[src/hdl/tcw_pkg.sv]
package tcw_pkg;

  // Screen geometry
  localparam int WIDTH    = 80;
  localparam int HEIGHT   = 25;
  localparam int CELLS    = WIDTH * HEIGHT;
  localparam int COL_W    = $clog2(WIDTH);
  localparam int ROW_W    = $clog2(HEIGHT);
  localparam int ADDR_W   = $clog2(CELLS);
  localparam int OFF_W    = $clog2(CELLS + 1);
  localparam int SRC_W    = $clog2(2 * CELLS);
  localparam int CELL_W   = 16;
  localparam int CURSOR_W = 11;

  localparam logic [CELL_W-1:0] BLANK_CELL = 16'h0F20;
  localparam logic [7:0]        NEWLINE    = 8'd10;

  // Action codes
  localparam logic [2:0] ACT_PUT    = 3'd0;
  localparam logic [2:0] ACT_PUT_AT = 3'd1;
  localparam logic [2:0] ACT_SET    = 3'd2;
  localparam logic [2:0] ACT_CLEAR  = 3'd3;
  localparam logic [2:0] ACT_READ   = 3'd4;

  // Datapath micro-operations
  localparam int OP_W = 4;
  localparam logic [OP_W-1:0] OP_NOP        = 4'd0;
  localparam logic [OP_W-1:0] OP_CLEAR      = 4'd1;
  localparam logic [OP_W-1:0] OP_WRITE_ADV  = 4'd2;
  localparam logic [OP_W-1:0] OP_NL_DOWN    = 4'd3;
  localparam logic [OP_W-1:0] OP_NL_SCROLL  = 4'd4;
  localparam logic [OP_W-1:0] OP_SET_ROWCOL = 4'd5;
  localparam logic [OP_W-1:0] OP_PLACE_BOT  = 4'd6;
  localparam logic [OP_W-1:0] OP_RD_ISSUE   = 4'd7;
  localparam logic [OP_W-1:0] OP_RD_CAPTURE = 4'd8;
  localparam logic [OP_W-1:0] OP_FINISH     = 4'd9;
  localparam logic [OP_W-1:0] OP_SWEEP_INIT = 4'd10;
  localparam logic [OP_W-1:0] OP_SWEEP_STEP = 4'd11;

  // Jump conditions
  localparam int COND_W = 4;
  localparam logic [COND_W-1:0] C_NEXT       = 4'd0;
  localparam logic [COND_W-1:0] C_ALWAYS     = 4'd1;
  localparam logic [COND_W-1:0] C_NOT_START  = 4'd2;
  localparam logic [COND_W-1:0] C_DISPATCH   = 4'd3;
  localparam logic [COND_W-1:0] C_CALL       = 4'd4;
  localparam logic [COND_W-1:0] C_RET        = 4'd5;
  localparam logic [COND_W-1:0] C_NEWLINE    = 4'd6;
  localparam logic [COND_W-1:0] C_NOT_LAST   = 4'd7;
  localparam logic [COND_W-1:0] C_BOTTOM     = 4'd8;
  localparam logic [COND_W-1:0] C_COL_WIDE   = 4'd9;
  localparam logic [COND_W-1:0] C_ROW_BELOW  = 4'd10;
  localparam logic [COND_W-1:0] C_PUT_AFTER  = 4'd11;
  localparam logic [COND_W-1:0] C_OUT_RANGE  = 4'd12;
  localparam logic [COND_W-1:0] C_SWEEP_MORE = 4'd13;

  // Microprogram addresses
  localparam int PC_W = 5;
  localparam logic [PC_W-1:0] PC_RESET      = 5'd0;
  localparam logic [PC_W-1:0] PC_RESET_END  = 5'd1;
  localparam logic [PC_W-1:0] PC_IDLE       = 5'd2;
  localparam logic [PC_W-1:0] PC_DISPATCH   = 5'd3;
  localparam logic [PC_W-1:0] PC_PUT        = 5'd4;
  localparam logic [PC_W-1:0] PC_PUT_WRITE  = 5'd5;
  localparam logic [PC_W-1:0] PC_PUT_SCROLL = 5'd6;
  localparam logic [PC_W-1:0] PC_PUT_END    = 5'd7;
  localparam logic [PC_W-1:0] PC_NL         = 5'd8;
  localparam logic [PC_W-1:0] PC_NL_DOWN    = 5'd9;
  localparam logic [PC_W-1:0] PC_NL_BOT     = 5'd10;
  localparam logic [PC_W-1:0] PC_NL_END     = 5'd11;
  localparam logic [PC_W-1:0] PC_PLACE      = 5'd12;
  localparam logic [PC_W-1:0] PC_PLACE_ROW  = 5'd13;
  localparam logic [PC_W-1:0] PC_PLACE_SET  = 5'd14;
  localparam logic [PC_W-1:0] PC_PLACE_BOT  = 5'd15;
  localparam logic [PC_W-1:0] PC_PLACE_END  = 5'd16;
  localparam logic [PC_W-1:0] PC_PLACE_DONE = 5'd17;
  localparam logic [PC_W-1:0] PC_CLEAR      = 5'd18;
  localparam logic [PC_W-1:0] PC_CLEAR_END  = 5'd19;
  localparam logic [PC_W-1:0] PC_READ       = 5'd20;
  localparam logic [PC_W-1:0] PC_READ_CAP   = 5'd21;
  localparam logic [PC_W-1:0] PC_DONE       = 5'd22;
  localparam logic [PC_W-1:0] PC_SWEEP      = 5'd23;
  localparam logic [PC_W-1:0] PC_SWEEP_LOOP = 5'd24;
  localparam logic [PC_W-1:0] PC_SWEEP_RET  = 5'd25;

  typedef struct packed {
    logic [2:0] action;
    logic [7:0] char_code;
    logic [7:0] text_color;
    logic [7:0] cell_row;
    logic [7:0] cell_col;
  } item_t;

  typedef struct packed {
    logic [CURSOR_W-1:0] cursor_pos;
    logic [CELL_W-1:0]   read_value;
    logic                scrolled;
  } result_t;

  typedef struct packed {
    logic [OP_W-1:0]   op;
    logic [COND_W-1:0] cond;
    logic [PC_W-1:0]   target;
  } uword_t;

  typedef struct packed {
    logic [OP_W-1:0] op;
    logic            accept;
  } ctrl_t;

  typedef struct packed {
    logic [2:0] action;
    logic       newline;
    logic       col_wide;
    logic       row_below;
    logic       out_range;
    logic       put_after;
    logic       last;
    logic       bottom;
    logic       sweep_more;
  } status_t;

  function automatic uword_t ucode_rom(input logic [PC_W-1:0] pc);
    unique case (pc)
      PC_RESET:      ucode_rom = '{op: OP_CLEAR,      cond: C_CALL,       target: PC_SWEEP};
      PC_RESET_END:  ucode_rom = '{op: OP_NOP,        cond: C_ALWAYS,     target: PC_IDLE};
      PC_IDLE:       ucode_rom = '{op: OP_NOP,        cond: C_NOT_START,  target: PC_IDLE};
      PC_DISPATCH:   ucode_rom = '{op: OP_NOP,        cond: C_DISPATCH,   target: PC_DONE};
      PC_PUT:        ucode_rom = '{op: OP_NOP,        cond: C_NEWLINE,    target: PC_NL};
      PC_PUT_WRITE:  ucode_rom = '{op: OP_WRITE_ADV,  cond: C_NOT_LAST,   target: PC_DONE};
      PC_PUT_SCROLL: ucode_rom = '{op: OP_NOP,        cond: C_CALL,       target: PC_SWEEP};
      PC_PUT_END:    ucode_rom = '{op: OP_NOP,        cond: C_ALWAYS,     target: PC_DONE};
      PC_NL:         ucode_rom = '{op: OP_NOP,        cond: C_BOTTOM,     target: PC_NL_BOT};
      PC_NL_DOWN:    ucode_rom = '{op: OP_NL_DOWN,    cond: C_ALWAYS,     target: PC_DONE};
      PC_NL_BOT:     ucode_rom = '{op: OP_NL_SCROLL,  cond: C_CALL,       target: PC_SWEEP};
      PC_NL_END:     ucode_rom = '{op: OP_NOP,        cond: C_ALWAYS,     target: PC_DONE};
      PC_PLACE:      ucode_rom = '{op: OP_NOP,        cond: C_COL_WIDE,   target: PC_PLACE_END};
      PC_PLACE_ROW:  ucode_rom = '{op: OP_NOP,        cond: C_ROW_BELOW,  target: PC_PLACE_BOT};
      PC_PLACE_SET:  ucode_rom = '{op: OP_SET_ROWCOL, cond: C_ALWAYS,     target: PC_PLACE_END};
      PC_PLACE_BOT:  ucode_rom = '{op: OP_PLACE_BOT,  cond: C_CALL,       target: PC_SWEEP};
      PC_PLACE_END:  ucode_rom = '{op: OP_NOP,        cond: C_PUT_AFTER,  target: PC_PUT};
      PC_PLACE_DONE: ucode_rom = '{op: OP_NOP,        cond: C_ALWAYS,     target: PC_DONE};
      PC_CLEAR:      ucode_rom = '{op: OP_CLEAR,      cond: C_CALL,       target: PC_SWEEP};
      PC_CLEAR_END:  ucode_rom = '{op: OP_NOP,        cond: C_ALWAYS,     target: PC_DONE};
      PC_READ:       ucode_rom = '{op: OP_RD_ISSUE,   cond: C_OUT_RANGE,  target: PC_DONE};
      PC_READ_CAP:   ucode_rom = '{op: OP_RD_CAPTURE, cond: C_NEXT,       target: PC_DONE};
      PC_DONE:       ucode_rom = '{op: OP_FINISH,     cond: C_ALWAYS,     target: PC_IDLE};
      PC_SWEEP:      ucode_rom = '{op: OP_SWEEP_INIT, cond: C_NEXT,       target: PC_SWEEP_LOOP};
      PC_SWEEP_LOOP: ucode_rom = '{op: OP_SWEEP_STEP, cond: C_SWEEP_MORE, target: PC_SWEEP_LOOP};
      PC_SWEEP_RET:  ucode_rom = '{op: OP_NOP,        cond: C_RET,        target: PC_IDLE};
      default:       ucode_rom = '{op: OP_NOP,        cond: C_ALWAYS,     target: PC_IDLE};
    endcase
  endfunction

  function automatic logic [PC_W-1:0] dispatch_pc(input logic [2:0] action);
    unique case (action) inside
      ACT_PUT:             dispatch_pc = PC_PUT;
      ACT_PUT_AT, ACT_SET: dispatch_pc = PC_PLACE;
      ACT_CLEAR:           dispatch_pc = PC_CLEAR;
      ACT_READ:            dispatch_pc = PC_READ;
      default:             dispatch_pc = PC_DONE;
    endcase
  endfunction

endpackage

[src/hdl/tcw_sequencer.sv]
module tcw_sequencer
  import tcw_pkg::*;
(
  input  logic    clk,
  input  logic    rst,
  input  logic    start,
  input  status_t stat,
  output ctrl_t   ctrl,
  output logic    busy
);

  logic [PC_W-1:0] pc;
  logic [PC_W-1:0] pc_next;
  logic [PC_W-1:0] ret;
  logic [PC_W-1:0] ret_next;
  uword_t          uw;

  assign uw          = ucode_rom(pc);
  assign busy        = (pc != PC_IDLE);
  assign ctrl.op     = uw.op;
  assign ctrl.accept = (pc == PC_IDLE) && start;

  always_comb begin
    pc_next  = pc + 1'b1;
    ret_next = ret;
    unique case (uw.cond)
      C_NEXT:       ;
      C_ALWAYS:     pc_next = uw.target;
      C_NOT_START:  if (!start) pc_next = uw.target;
      C_DISPATCH:   pc_next = dispatch_pc(stat.action);
      C_CALL: begin
        pc_next  = uw.target;
        ret_next = pc + 1'b1;
      end
      C_RET:        pc_next = ret;
      C_NEWLINE:    if (stat.newline) pc_next = uw.target;
      C_NOT_LAST:   if (!stat.last) pc_next = uw.target;
      C_BOTTOM:     if (stat.bottom) pc_next = uw.target;
      C_COL_WIDE:   if (stat.col_wide) pc_next = uw.target;
      C_ROW_BELOW:  if (stat.row_below) pc_next = uw.target;
      C_PUT_AFTER:  if (stat.put_after) pc_next = uw.target;
      C_OUT_RANGE:  if (stat.out_range) pc_next = uw.target;
      C_SWEEP_MORE: if (stat.sweep_more) pc_next = uw.target;
      default:      pc_next = PC_IDLE;
    endcase
  end

  always_ff @(posedge clk) begin
    if (rst) begin
      pc  <= PC_RESET;
      ret <= PC_IDLE;
    end else begin
      pc  <= pc_next;
      ret <= ret_next;
    end
  end

endmodule

[config.mk]
export PLATFORM = sky130hd
export DESIGN_NAME = tcw_sequencer
export DESIGN_NICKNAME = d
export VERILOG_FILES = /design/src/hdl/tcw_pkg.sv /design/src/hdl/tcw_sequencer.sv
export SDC_FILE = /design/constraint.sdc
export NUM_CORES = 1
export LEC_CHECK = 0
export BUFFER_PORTS_ARGS = -buffer_cell sky130_fd_sc_hd__buf_2
export CAP_MARGIN = 0
export CORE_MARGIN = 8
export CORE_UTILIZATION = 64
export CTS_BUF_LIST = sky130_fd_sc_hd__clkbuf_4 sky130_fd_sc_hd__clkbuf_8 sky130_fd_sc_hd__clkbuf_16
export DETAILED_ROUTE_END_ITERATION = 10
export PLACE_DENSITY = 0.92
export SYNTH_ARGS = -nofsm -noshare
export SYNTH_HDL_FRONTEND = slang
export SYNTH_SLANG_ARGS = --single-unit
[constraint.sdc]
create_clock -name clk -period 6.4 [get_ports clk]
set_clock_uncertainty 0.1 [all_clocks]
set_input_delay 0 -clock clk [delete_from_list [all_inputs] [get_ports clk]]
set_output_delay 0 -clock clk [all_outputs]
set_load 0.05 [all_outputs]
==> results, run 1 <==
- The critical path arrival is 4090 ps.
- For this run, the leading register cell type out of synthesis is sky130_fd_sc_hd__dfxtp_1.
- The flow ran to the end, and the final reports show no timing, DRC or antenna violations.
- After the first detailed-routing iteration, the DRC count stood at 228.
- The worst register-to-register path has a depth of 13.
- The reg-to-reg critical path endpoint is uw[4].
- Routability-driven placement finished with a final weighted congestion of 0.961.
- After clock tree synthesis, the setup repair step added 0 buffers.
- The number of buffers created by CTS is 3.
- After layout, the minimum clock period comes to ~4000 ps.
- The via count normalized by instance count is 6.74.
- The horizontal die dimension is 70.9 µm.
- The count of synthesis-stage warnings from yosys is 0.
- The worst hold endpoint is ctrl[0].
- The clock passes through at most 2 buffers.
- The growth of design area from synthesis to finish is 3.56%.
- The most critical setup path has its startpoint at uw[8].
- The cell count after synthesis came out at around 240.
- By count the netlist is led by sky130_fd_sc_hd__dfxtp_1, sky130_fd_sc_hd__nor2_1, sky130_fd_sc_hd__o21ai_0.
- For this run, design rule violations remaining after detail routing come to 0.
- The final cycle utilization of the critical path is about 62%.
- Yosys mapped the design onto 61 distinct sky130hd cell types.
- The final hold violation count is 0.
- The total cell area at the placement stage is roughly 2000 µm².
- The worst setup path is launched from a flop.
- The area of the mapped netlist is 1930 µm².
- The clock tree root buffer cell is sky130_fd_sc_hd__clkbuf_4.
- Yosys attributes the largest share of cell area to sky130_fd_sc_hd__dfxtp_1, sky130_fd_sc_hd__ha_1, sky130_fd_sc_hd__nor2_1.
- The fraction of synthesized cell area taken by the top area cell type is a little under a quarter.
- The clock latency reported for the late side of the worst-skew pair is 320 ps.
- The number of antenna diodes in the final layout is 0.
- The total congestion overflow after global routing is 0.
- The I/O pin total is 20.
- The hold path startpoint is start.
- In this run the tightest slew margin relative to its limit is about 52%.
- Once the floorplan was initialized, standard cells occupied between 60% and 70% of the core.
- Clock-pin slew was measured on the worst setup and hold paths at 130 ps.
- The detailed-routing iteration count for the pre-antenna-repair pass is 4.
- The max-slew violation count is 0.
- The maximum clock frequency is 252 MHz.
- The H-tree level count is 1.
- Setup violations remaining at the end of the flow were counted as 0.
- The detail route stage leaves a number of antenna-violating nets equal to 0.
- The number of global-route vias before repair came to between 1500 and 2000.
- The biggest area contributor in the post-synthesis netlist is sky130_fd_sc_hd__dfxtp_1.
- The post-synthesis net count is 269.
- The worst reg2reg path startpoint is uw[8].
- Of the cells placed in the final design, the portion with a size suffix greater than 1 is 14.1%.
- The setup check on the worst reg-to-reg path leaves a slack of 2440 ps.
- Counting instances, the worst hold path has a depth of 4.
- The first global-routing pass estimated between 7000 and 8000 µm of wire.
- In the final routed layout, each cell accounts on average for between 15 and 20 µm.
- Each instance of the synthesized netlist takes up on average ~8 µm².
- The final layout contains routed wiring with a total length of 4830 µm.
- The pin count of the biggest net entering global routing is 20.
- Clock tree synthesis found a total of 23 sinks.
- The max-cap violation count is 0.
- For the pin with the worst max-slew slack, the measured transition is approximately 730 ps.
- The global-route usage over all layers is 18.3%.
- The synthesized design contains 23 register bits.
- The total of buffers placed on input and output ports is 19.
- The area of the core region is between 2000 and 3000 µm².
- The die covers 5030 µm².
- From bottom edge to top edge, the die measures between 70 and 80 µm.
- The CTS tree is yes.
- For this run, the number of standard cells in the final layout without fillers is roughly 280.
- After synthesis, the share of flip-flops with an asynchronous set or reset is 0%.
- The total number of placement rows is 20.
- By startpoint and endpoint, the worst setup path is classified as flop to flop.
- The number of enable-type register cells in the synthesized netlist is 0.
- The sequential fraction of the synthesis area is 23.8%.
- The worst hold path class is input pin to output port.
- Data on the critical path is required at its endpoint by 6520 ps.
- The number of instances in the placed design is 277.
- The largest fanout on the critical path is 18.
- The design area is between 2000 and 2500 µm².
- Hold timing on the final database bottoms out at a slack of 319 ps.
- Summed over all nets, the half-perimeter wirelength after detailed placement is approximately 3600 µm.
- The kind of end point of the critical path is a flop.
- The sum of negative setup slack is 0 ps.
- The number of antenna violations at the first check in global routing is 0.
- Setup repair after global routing left no endpoint under its margin.
- In the final design database the tool counted 277 nets.
- The detailed-route via count is 1900.
critical path, stage by stage, from the launching register on:
cell and delay, ps:
sky130_fd_sc_hd__dfxtp_1 680, sky130_fd_sc_hd__and3b_1 290, sky130_fd_sc_hd__a21boi_1 160, sky130_fd_sc_hd__nand4bb_1 250
sky130_fd_sc_hd__or2_0 260, sky130_fd_sc_hd__a221o_1 470, sky130_fd_sc_hd__and2_1 250, sky130_fd_sc_hd__inv_1 170
sky130_fd_sc_hd__ha_1 430, sky130_fd_sc_hd__and2_1 210, sky130_fd_sc_hd__nand4_1 120, sky130_fd_sc_hd__o211a_1 190
sky130_fd_sc_hd__and3_1 170, sky130_fd_sc_hd__a2bb2oi_1 130
registers in the layout, indices dropped and copies added (netlist names):
name,cells
uw,13
pc,5
ret,5
repair_timing:
action / in CTS / in global routing
setup endpoints to repair: 0 / 0
endpoints found under the hold margin: 6 / 0
hold buffers: 1 / 0
resized for setup: 0 / 0
kinds of logic (layout without fill, tap and decap cells):
logic type | count (synthesis) | in the layout | share of synthesized area (%)
AOI/OAI and AO/OA | 76 | 76 | 28.8
xor gates and xnor gates | 5 | 5 | 2.27
adders and majority gates | 13 | 13 | 8.42
buffers and inverters | 31 | 38 | 8.36
DFF | 23 | 23 | 23.8
muxes | 6 | 6 | 3.24
and+or+nand+nor | 88 | 88 | 25.1
stage by stage:
| stage | util (%) | worst slack, ps |
|---|---|---|
| 2_1_floorplan | - | 3340 |
| 3_3_place_gp | 66.5 | 2680 |
| 3_5_place_dp | 66.5 | 2540 |
| 4_1_cts | 67.8 | 2520 |
| 5_1_grt | 67.8 | 2260 |
| 6_report | 67.8 | 2440 |
cells in the final DEF (no fill, tap or decap), drive strengths merged, types with 2 or more instances in the layout:
cell type,count
or3,2
a21oi,13
a31oi,7
a22o,2
a2bb2oi,3
and3b,2
nor2b,5
nand3,9
xnor2,3
nand2b,6
nor3b,2
nor2,23
and2,4
xor2,2
nand4,2
nand2,13
nor3,4
o211a,2
a211oi,8
nor4b,2
o21a,3
o21ai,17
clkbuf,3
or2,2
mux2,2
a32oi,2
a31o,2
nand4bb,2
mux2i,4
ha,13
inv,13
buf,20
dfxtp,23
a221oi,5
and3,4
o32ai,2
per-layer routing:
metal,vias to the layer above,wire length (µm),GRT usage [%]
met5,-,0,0
met1,882,2010,22.1
met4,0,110,7.16
met3,12,359,1.69
met2,104,2340,32.2
li1,902,-,-
worst max-delay path by stage:
stage               endpoint  slack [ps]  depth (start not counted)
finish                 uw[4]        2440                         13
global route           uw[4]        2260                         13
CTS                    uw[4]        2520                         13
detailed placement     uw[4]        2540                         13
global placement       uw[4]        2680                         13
floorplan              uw[4]        3340                         14
cell type report:
class	count	area, µm²
Multi-Input combinational cell	188	1310
Fill cell	239	952
Sequential cell	23	460
Timing Repair Buffer	21	113
Inverter	13	48.8
Tap cell	33	41.3
Clock buffer	3	22.5
Clock inverter	1	5.00
Power of run 1 is not shown: default switching activity piles up to over one toggle a cycle in this logic, so the estimate is an artifact.
==> run 2: changes to the inputs <==
--- a/config.mk
+++ b/config.mk
@@ -5,13 +5,14 @@
 export SDC_FILE = /design/constraint.sdc
 export NUM_CORES = 1
 export LEC_CHECK = 0
+export ABC_AREA = 1
 export BUFFER_PORTS_ARGS = -buffer_cell sky130_fd_sc_hd__buf_2
 export CAP_MARGIN = 0
 export CORE_MARGIN = 8
-export CORE_UTILIZATION = 64
+export CORE_UTILIZATION = 54
 export CTS_BUF_LIST = sky130_fd_sc_hd__clkbuf_4 sky130_fd_sc_hd__clkbuf_8 sky130_fd_sc_hd__clkbuf_16
 export DETAILED_ROUTE_END_ITERATION = 10
-export PLACE_DENSITY = 0.92
+export PLACE_DENSITY = 0.82
 export SYNTH_ARGS = -nofsm -noshare
 export SYNTH_HDL_FRONTEND = slang
 export SYNTH_SLANG_ARGS = --single-unit
==> constraint.sdc (replaced) <==
create_clock -name clk -period 3.5 [get_ports clk]
set_clock_uncertainty 0.1 [all_clocks]
set_input_delay 0 -clock clk [delete_from_list [all_inputs] [get_ports clk]]
set_output_delay 0 -clock clk [all_outputs]
set_load 0.05 [all_outputs]
==> results, run 2 <==
- The most used flip-flop cell after synthesis is sky130_fd_sc_hd__dfxtp_1.
- The repair_antennas step left the layout with diodes totalling 0.
- By count the netlist is led by sky130_fd_sc_hd__nand2_1, sky130_fd_sc_hd__nor2_1, sky130_fd_sc_hd__nand3_1.
- In this run the number of H-tree levels came out at 1.
- From synthesis to final layout, the design area changed by 7.28%.
- The cell with the most instances after synthesis is sky130_fd_sc_hd__nand2_1.
- The depth of the worst register-to-register path is 15.
- The worst stage delay on the critical path is 660 ps.
- The worst setup slack for register-to-register paths is between 500 and 600 ps.
- The unique cell type count in the Yosys netlist is 25.
- The detailed-routing iteration count for the pre-antenna-repair pass is 7.
- The synthesized design devotes to its leading area cell type 26.6% of total area.
- The pin count of the biggest net entering global routing is 20.
- The total of buffers placed on input and output ports is 19.
- For this run, the top clock speed supported by timing is roughly 340 MHz.
- The max-slew violation count is 0.
- The synthesized design contains 0 enable-type register cells.
- The kind of end point of the critical path is a flop.
- The number of global-route vias before repair is 2460.
- The mean instance size in the synthesized netlist is 5.46 µm².
- The overall power consumption is between 2 and 2.5 mW.
- The tightest hold path in the finished design has a slack of 318 ps.
- Cells with a size suffix above 1 make up 9.26% of the layout.
- Detailed placement finished with a half-perimeter wire length of 5100 µm.
- Counting every net in the synthesized netlist gives 433.
- The routed wire length is approximately 6300 µm.
- The worst reg2reg path startpoint is pc[0].
- The worst-case IR drop observed on VDD is 0.595 mV.
- At the worst endpoint, the required time is 3620 ps.
- Of the synthesized area, sequential elements account for 20.8%.
- The clock latency reported for the late side of the worst-skew pair is 270 ps.
- The largest total area in the synthesized netlist belongs to sky130_fd_sc_hd__nand2_1.
- The post-route antenna net violation count is 0.
- The min-delay analysis places its worst path in the category input pin to flop.
- The die covers 6420 µm².
- The largest fanout on the critical path is 15.
- Headroom to the max-slew limit came out at 44.2%.
- The clock tree buffer depth is 2.
- The category of the most critical setup path is flop to flop.
- The transition time at the pin with the least slew margin is roughly 840 ps.
- In this run, the number of DRC markers left after iteration 0 of detailed routing was 252.
- The final cycle utilization of the critical path is 84.8%.
- Following the worst setup path forward leads to its endpoint at uw[5].
- In this run the vertical extent of the chip is 80.1 µm.
- The clock edge transition at the registers on the reported setup and hold paths is 80 ps.
- Post-CTS repair changed the size of 0 cells.
- The I/O pin total is 20.
- The cell at the slowest stage of the critical path is sky130_fd_sc_hd__dfxtp_1.
- The core region is 3970 µm².
- The final hold violation count is 0.
- The final-stage net count is 449.
- For this configuration, the core starts out at a cell density of 55.9%.
- The worst setup path is launched from a flop.
- The max-cap violation count is 0.
- The area of the mapped netlist is 2220 µm².
- The cell type with the highest occurrence count on the critical path is sky130_fd_sc_hd__nand2_1.
- The critical path depth is 15.
- In the routed layout, each cell is associated on average with a via count of 5.51.
- In this run the critical register-to-register path is captured at uw[5].
- The top cell types in the final layout, fill and taps aside, are sky130_fd_sc_hd__nand2_1, sky130_fd_sc_hd__nor2_1, sky130_fd_sc_hd__nand3_1.
- The total number of placement rows is 23.
- The number of antenna violations at the first check in global routing is 0.
- The static power due to leakage is around 1.4 nW.
- Synthesis produced 406 cells.
- The number of buffers created by CTS is 3.
- In this run the most critical hold path is launched from start.
- Setup repair after global routing left no endpoint under its margin.
- The signal on the critical path passes through ha_1, nand2_1, nand2_1, inv_1, nand2_1, nand3_1, nor2_1, nand3_1, buf_4, nand2_1, inv_1, ha_1, o21ai_1, nand2_1, nand2_1.
- Counting flops with an async set or reset pin after synthesis yields a share of 0%.
- The total buffers and inverters traversed by the critical path is 3.
- The die is 80.1 µm wide.
- Across all layers, the routed design uses 2593 vias.
- Data on the critical path arrives at its endpoint at slightly above 3000 ps.
- The flow ran to the end, and the final reports show no timing, DRC or antenna violations.
- The worst path needs 2970 ps of the cycle, external delays included.
- Setup violations remaining at the end of the flow were counted as 0.
- The register with the most flip-flops in the layout has 13 of them.
- The routability-driven placement congestion ratio is a little under 1.
- The cell area power density is approximately 990 nW/µm².
- The tree built by TritonCTS fans out to 23 sinks.
- The number of remaining DRC errors is 0.
- The gate family responsible for the most delay along the worst path is simple AND/OR/NAND/NOR gates.
- Tracing the worst setup path back leads to its startpoint at pc[0].
- The wire length of the first global-routing pass is 10700 µm.
- The clock tree root buffer cell is sky130_fd_sc_hd__clkbuf_8.
- The post-detailed-route wirelength per cell is roughly 13 µm.
- The total congestion overflow after global routing is 0.
- The Yosys step of the flow raised 0 warnings.
- TritonCTS built the clock tree.
- Across every metal layer, demand over resource in global routing totals just over 20%.
- The synthesized flop and latch total is 23.
- After routing, the total negative slack on setup checks comes to 0 ps.
- By area the synthesized netlist is led by sky130_fd_sc_hd__nand2_1, sky130_fd_sc_hd__dfxtp_1, sky130_fd_sc_hd__nand3_1.
- The most common cell after layout, fill and taps aside is sky130_fd_sc_hd__nand2_1.
run 2: changes by cell type after synthesis, sizes merged, moves of 8 or more:
cell and delta:
nor2 +32, nand3 +39, inv +29, nand2 +147
a211oi -8
run 2: final cells by class:
class                   instances  area (µm²)
repair buffers                 24         135
well taps                      50        62.6
inverters                      43         161
clock inverters                 1        5.00
fillers                       407        1590
clock buffers                   3        41.3
flip-flops and latches         23         460
multi-input cells             327        1510
run 2: worst min path at each step:
| stage | end | cells past startpoint |
|---|---|---|
| final | pc[0] | 8 |
| after global routing | ctrl[0] | 4 |
| after CTS | pc[0] | 8 |
| after detailed placement | pc[0] | 2 |
| after global placement | pc[0] | 2 |
| after floorplan | pc[0] | 1 |
run 2: what timing repair did:
item                      in CTS  in global routing
setup buffers                  0                  0
hold buffers                   1                  0
hold endpoints to repair       3                  0
run 2: worst reg2reg max path: stages (launching register included):
cell                      delay [ps]
sky130_fd_sc_hd__dfxtp_1         660
sky130_fd_sc_hd__ha_1            260
sky130_fd_sc_hd__nand2_1          70
sky130_fd_sc_hd__nand2_1         270
sky130_fd_sc_hd__inv_1           100
sky130_fd_sc_hd__nand2_1          70
sky130_fd_sc_hd__nand3_1          70
sky130_fd_sc_hd__nor2_1          130
sky130_fd_sc_hd__nand3_1          80
sky130_fd_sc_hd__buf_4           180
sky130_fd_sc_hd__nand2_1         150
sky130_fd_sc_hd__inv_1           190
sky130_fd_sc_hd__ha_1            320
sky130_fd_sc_hd__o21ai_1         140
sky130_fd_sc_hd__nand2_1          70
sky130_fd_sc_hd__nand2_1          60
run 2: layer usage:
metal	share of wire (%)	global-route usage (%)	routed length (µm)
met2	48	36.1	3020
met5	0	0	0
met3	5.8	2.01	366
met4	6.2	15.5	392
met1	40	22.1	2550
run 2: where the power goes:
group / total, mW / switching, mW / internal, mW
registers: 0.498 / 0.115 / 0.383
clock network: 0.166 / 0.0860 / 0.0795
logic: 1.68 / 1.15 / 0.533
run 2: logic make-up after synthesis:
family	count (synthesis)	synth area share [%]
and+or+nand+nor	277	51.8
buffers and inverters	56	11.0
AOI/OAI and AO/OA	36	8.69
DFF	23	20.8
adders and majority gates	13	7.33
xor gates and xnor gates	1	0.395
run 2: through the flow:
stage	area [µm²]	std cells	setup WS [ps]	utilization, %
after global placement	2320	466	557	58.5
after global routing	2380	471	353	59.9
after detailed placement	2320	466	582	58.5
after CTS	2380	471	564	59.9
after floorplan	2220	406	1130	-
final	2380	471	533	59.9
(Power assumes the default switching activity.)
==> run 3: changes to the inputs <==
--- a/config.mk
+++ b/config.mk
@@ -9,10 +9,10 @@
 export BUFFER_PORTS_ARGS = -buffer_cell sky130_fd_sc_hd__buf_2
 export CAP_MARGIN = 0
 export CORE_MARGIN = 8
-export CORE_UTILIZATION = 54
+export CORE_UTILIZATION = 60
 export CTS_BUF_LIST = sky130_fd_sc_hd__clkbuf_4 sky130_fd_sc_hd__clkbuf_8 sky130_fd_sc_hd__clkbuf_16
 export DETAILED_ROUTE_END_ITERATION = 10
-export PLACE_DENSITY = 0.82
+export PLACE_DENSITY = 0.86
 export SYNTH_ARGS = -nofsm -noshare
 export SYNTH_HDL_FRONTEND = slang
 export SYNTH_SLANG_ARGS = --single-unit
==> constraint.sdc (replaced) <==
create_clock -name clk -period 2.95 [get_ports clk]
set_clock_uncertainty 0.1 [all_clocks]
set_input_delay 0 -clock clk [delete_from_list [all_inputs] [get_ports clk]]
set_output_delay 0 -clock clk [all_outputs]
set_load 0.05 [all_outputs]
==> results, run 3 (same netlist as run 2, synthesis figures left out) <==
- The static power due to leakage is about 1.4 nW.
- Of all nets on the critical path, the largest fanout is 7.
- Setup repair after global routing left no endpoint under its margin.
- The total congestion overflow after global routing is 0.
- The share of final-layout standard cells stronger than drive strength 1 is 10.4%.
- Across the VDD grid, the largest voltage drop is ~0.67 mV.
- Clock tree synthesis selected as its root buffer the cell sky130_fd_sc_hd__clkbuf_8.
- The category of the most critical setup path is flop to flop.
- Max-cap violations in this run came to 0.
- Measured along the y axis, the die boundary spans 76.8 µm.
- The horizontal die dimension is 76.8 µm.
- The initialized floorplan defines 22 standard-cell rows.
- After detailed routing, the number of vias per cell comes to around 5.4.
- The global-route usage over all layers is 21.0%.
- The sum of negative setup slack is 0 ps.
- After clock tree synthesis, the clock-pin slew on the worst setup and hold paths is 80 ps.
- TritonCTS created 3 clock buffers.
- Across all layers, the routed design uses between 2000 and 3000 vias.
- The proportion of power drawn by combinational gates is 73.4%.
- The die covers 5900 µm².
- The pre-CTS setup slack is 240 ps.
- The detailed router finished its first iteration with 224 violations.
- The later pin in the worst-skew pair is clocked with a latency of 260 ps.
- Buffers added to address setup during post-CTS repair amount to 0.
- Setup violations remaining at the end of the flow were counted as 0.
- The critical path arrival is between 2000 and 3000 ps.
- The congestion estimate from routability-driven global placement came to 0.966.
- After layout, the minimum clock period comes to roughly 2700 ps.
- The total area inside the core boundary comes to 3610 µm².
- The worst hold path class is input pin to flop.
- The internal portion of the total power is between 1 and 1.5 mW.
- The final hold violation count is 0.
- On the worst path, the slowest cell contributes a delay of 440 ps.
- The library cells used most frequently in the layout, excluding fill and tap cells, are sky130_fd_sc_hd__nand2_1, sky130_fd_sc_hd__nor2_1, sky130_fd_sc_hd__nand3_1.
- In this run the tightest slew margin relative to its limit is 59.6%.
- The number of global-route vias before repair is between 2000 and 2500.
- The analysis attributes to net switching a power of 1.62 mW.
- The overall power consumption is 2.82 mW.
- Traced cell by cell, the critical path runs through nor2_1, nand2_1, nand3_1, nor2_1, nand3b_1, nand2_1, nand4_1, nand2_2, inv_1, ha_1, nand2_1, nand2_1, nand2_1, nand2_1, nand2_1, nand2_1.
- The final cycle utilization of the critical path is 91.7%.
- The growth of design area from synthesis to finish is 8.63%.
- The effective utilization at floorplan is 61.5%.
- The routed wire length is between 6000 and 7000 µm.
- The power share of the sequential group is 19.8%.
- The transition time at the pin with the least slew margin is a little over 600 ps.
- The first global-routing pass estimated 10500 µm of wire.
- In this design, the critical path's most frequently occurring cell is sky130_fd_sc_hd__nand2_1.
- The CTS tree is yes.
- The number of antenna violations at the first check in global routing is 0.
- The count of buffers added on input and output ports is 19.
- At the end of the flow, the number of nets in the layout was 453.
- The tree built by TritonCTS fans out to 23 sinks.
- The share of total power consumed by net switching is 57.5%.
- The clock network is responsible for 6.8% of the overall power.
- STA classifies the critical path endpoint as a flop.
- CTS built an H-tree with a depth of 1.
- The cell at the slowest stage of the critical path is sky130_fd_sc_hd__dfxtp_1.
- 0 antenna diodes ended up in the layout.
- The max-slew violation count is 0.
- The post-route antenna net violation count is 0.
- The flow ran to the end, and the final reports show no timing, DRC or antenna violations.
- Derived from the worst setup path, the maximum achievable clock frequency is 370 MHz.
- The library cell used most frequently in the layout, excluding fill and tap cells, is sky130_fd_sc_hd__nand2_1.
- Entering global routing, the biggest net connects 20 pins.
- The HPWL after detailed placement is about 5000 µm.
- For this run, the detailed router's first-pass iteration total came to 5.
- The number of remaining DRC errors is 0.
- Setup slack closes at 244 ps.
- Dividing the detail-routed wire length by the instance count gives between 10 and 15 µm.
- The clock tree buffer depth is 2.
- The register with the most flip-flops in the layout has 13 of them.
- For this design the ratio of total power to cell area is between 1000 and 1500 nW/µm².
- The critical path launch point type is a flop.
- Data on the critical path is required at its endpoint by 3000 ps.
- 20 I/O pins were placed.
==> run 3: critical path: cells and delay by family (launching register included) <==
family        cells  cell delay (ps)
buf+inv           1              140
flops             1              440
fa+ha+maj         1              250
simple gates     14             1650
==> run 3: area by class of cell <==
type / count / area, µm²
flip-flops and latches: 23 / 460
clock inverters: 1 / 5.00
multi-input cells: 327 / 1520
well taps: 48 / 60.1
inverters: 43 / 161
repair buffers: 28 / 165
fillers: 335 / 1200
clock buffers: 3 / 41.3
==> run 3: worst paths after layout <==
kind,from,end,slack [ps],cells past startpoint
worst max-delay path,uw[6],uw[7],240,16
worst min-delay path,stat[8],pc[1],330,6
worst max register to register,uw[6],uw[7],240,16
worst min register to register,ret[1],ret[1],390,2
==> run 3: power groups by stage <==
stage                     registers [mW]  clock network [mW]  logic (mW)
final                              0.559               0.192        2.07
after global routing               0.575               0.200        2.34
after CTS                          0.556               0.193        2.01
after detailed placement           0.563                   0        2.00
after global placement             0.560                   0        2.00
after floorplan                    0.528                   0        1.56
==> run 3: per-stage QoR <==
step / utilization (%) / instance area (µm²) / std cells / hold slack, ps
3_5_place_dp: 65.2 / 2350 / 468 / 213
4_1_cts: 66.8 / 2410 / 473 / 293
6_report: 66.8 / 2410 / 473 / 332
3_3_place_gp: 65.2 / 2350 / 468 / 207
2_1_floorplan: - / 2220 / 406 / -27.6
5_1_grt: 66.8 / 2410 / 473 / 377
==> run 3: repair_timing <==
action,CTS,global route
endpoints found under the hold margin,2,0
endpoints found under the setup margin,0,4
hold buffers,1,0
resized for setup,0,1
==> run 3: metal layers <==
layer  part of all wire [%]  GRT usage, %
met3                    5.5          1.86
met1                     41          23.6
met4                    4.3          11.3
met2                     49          38.0
met5                      0             0
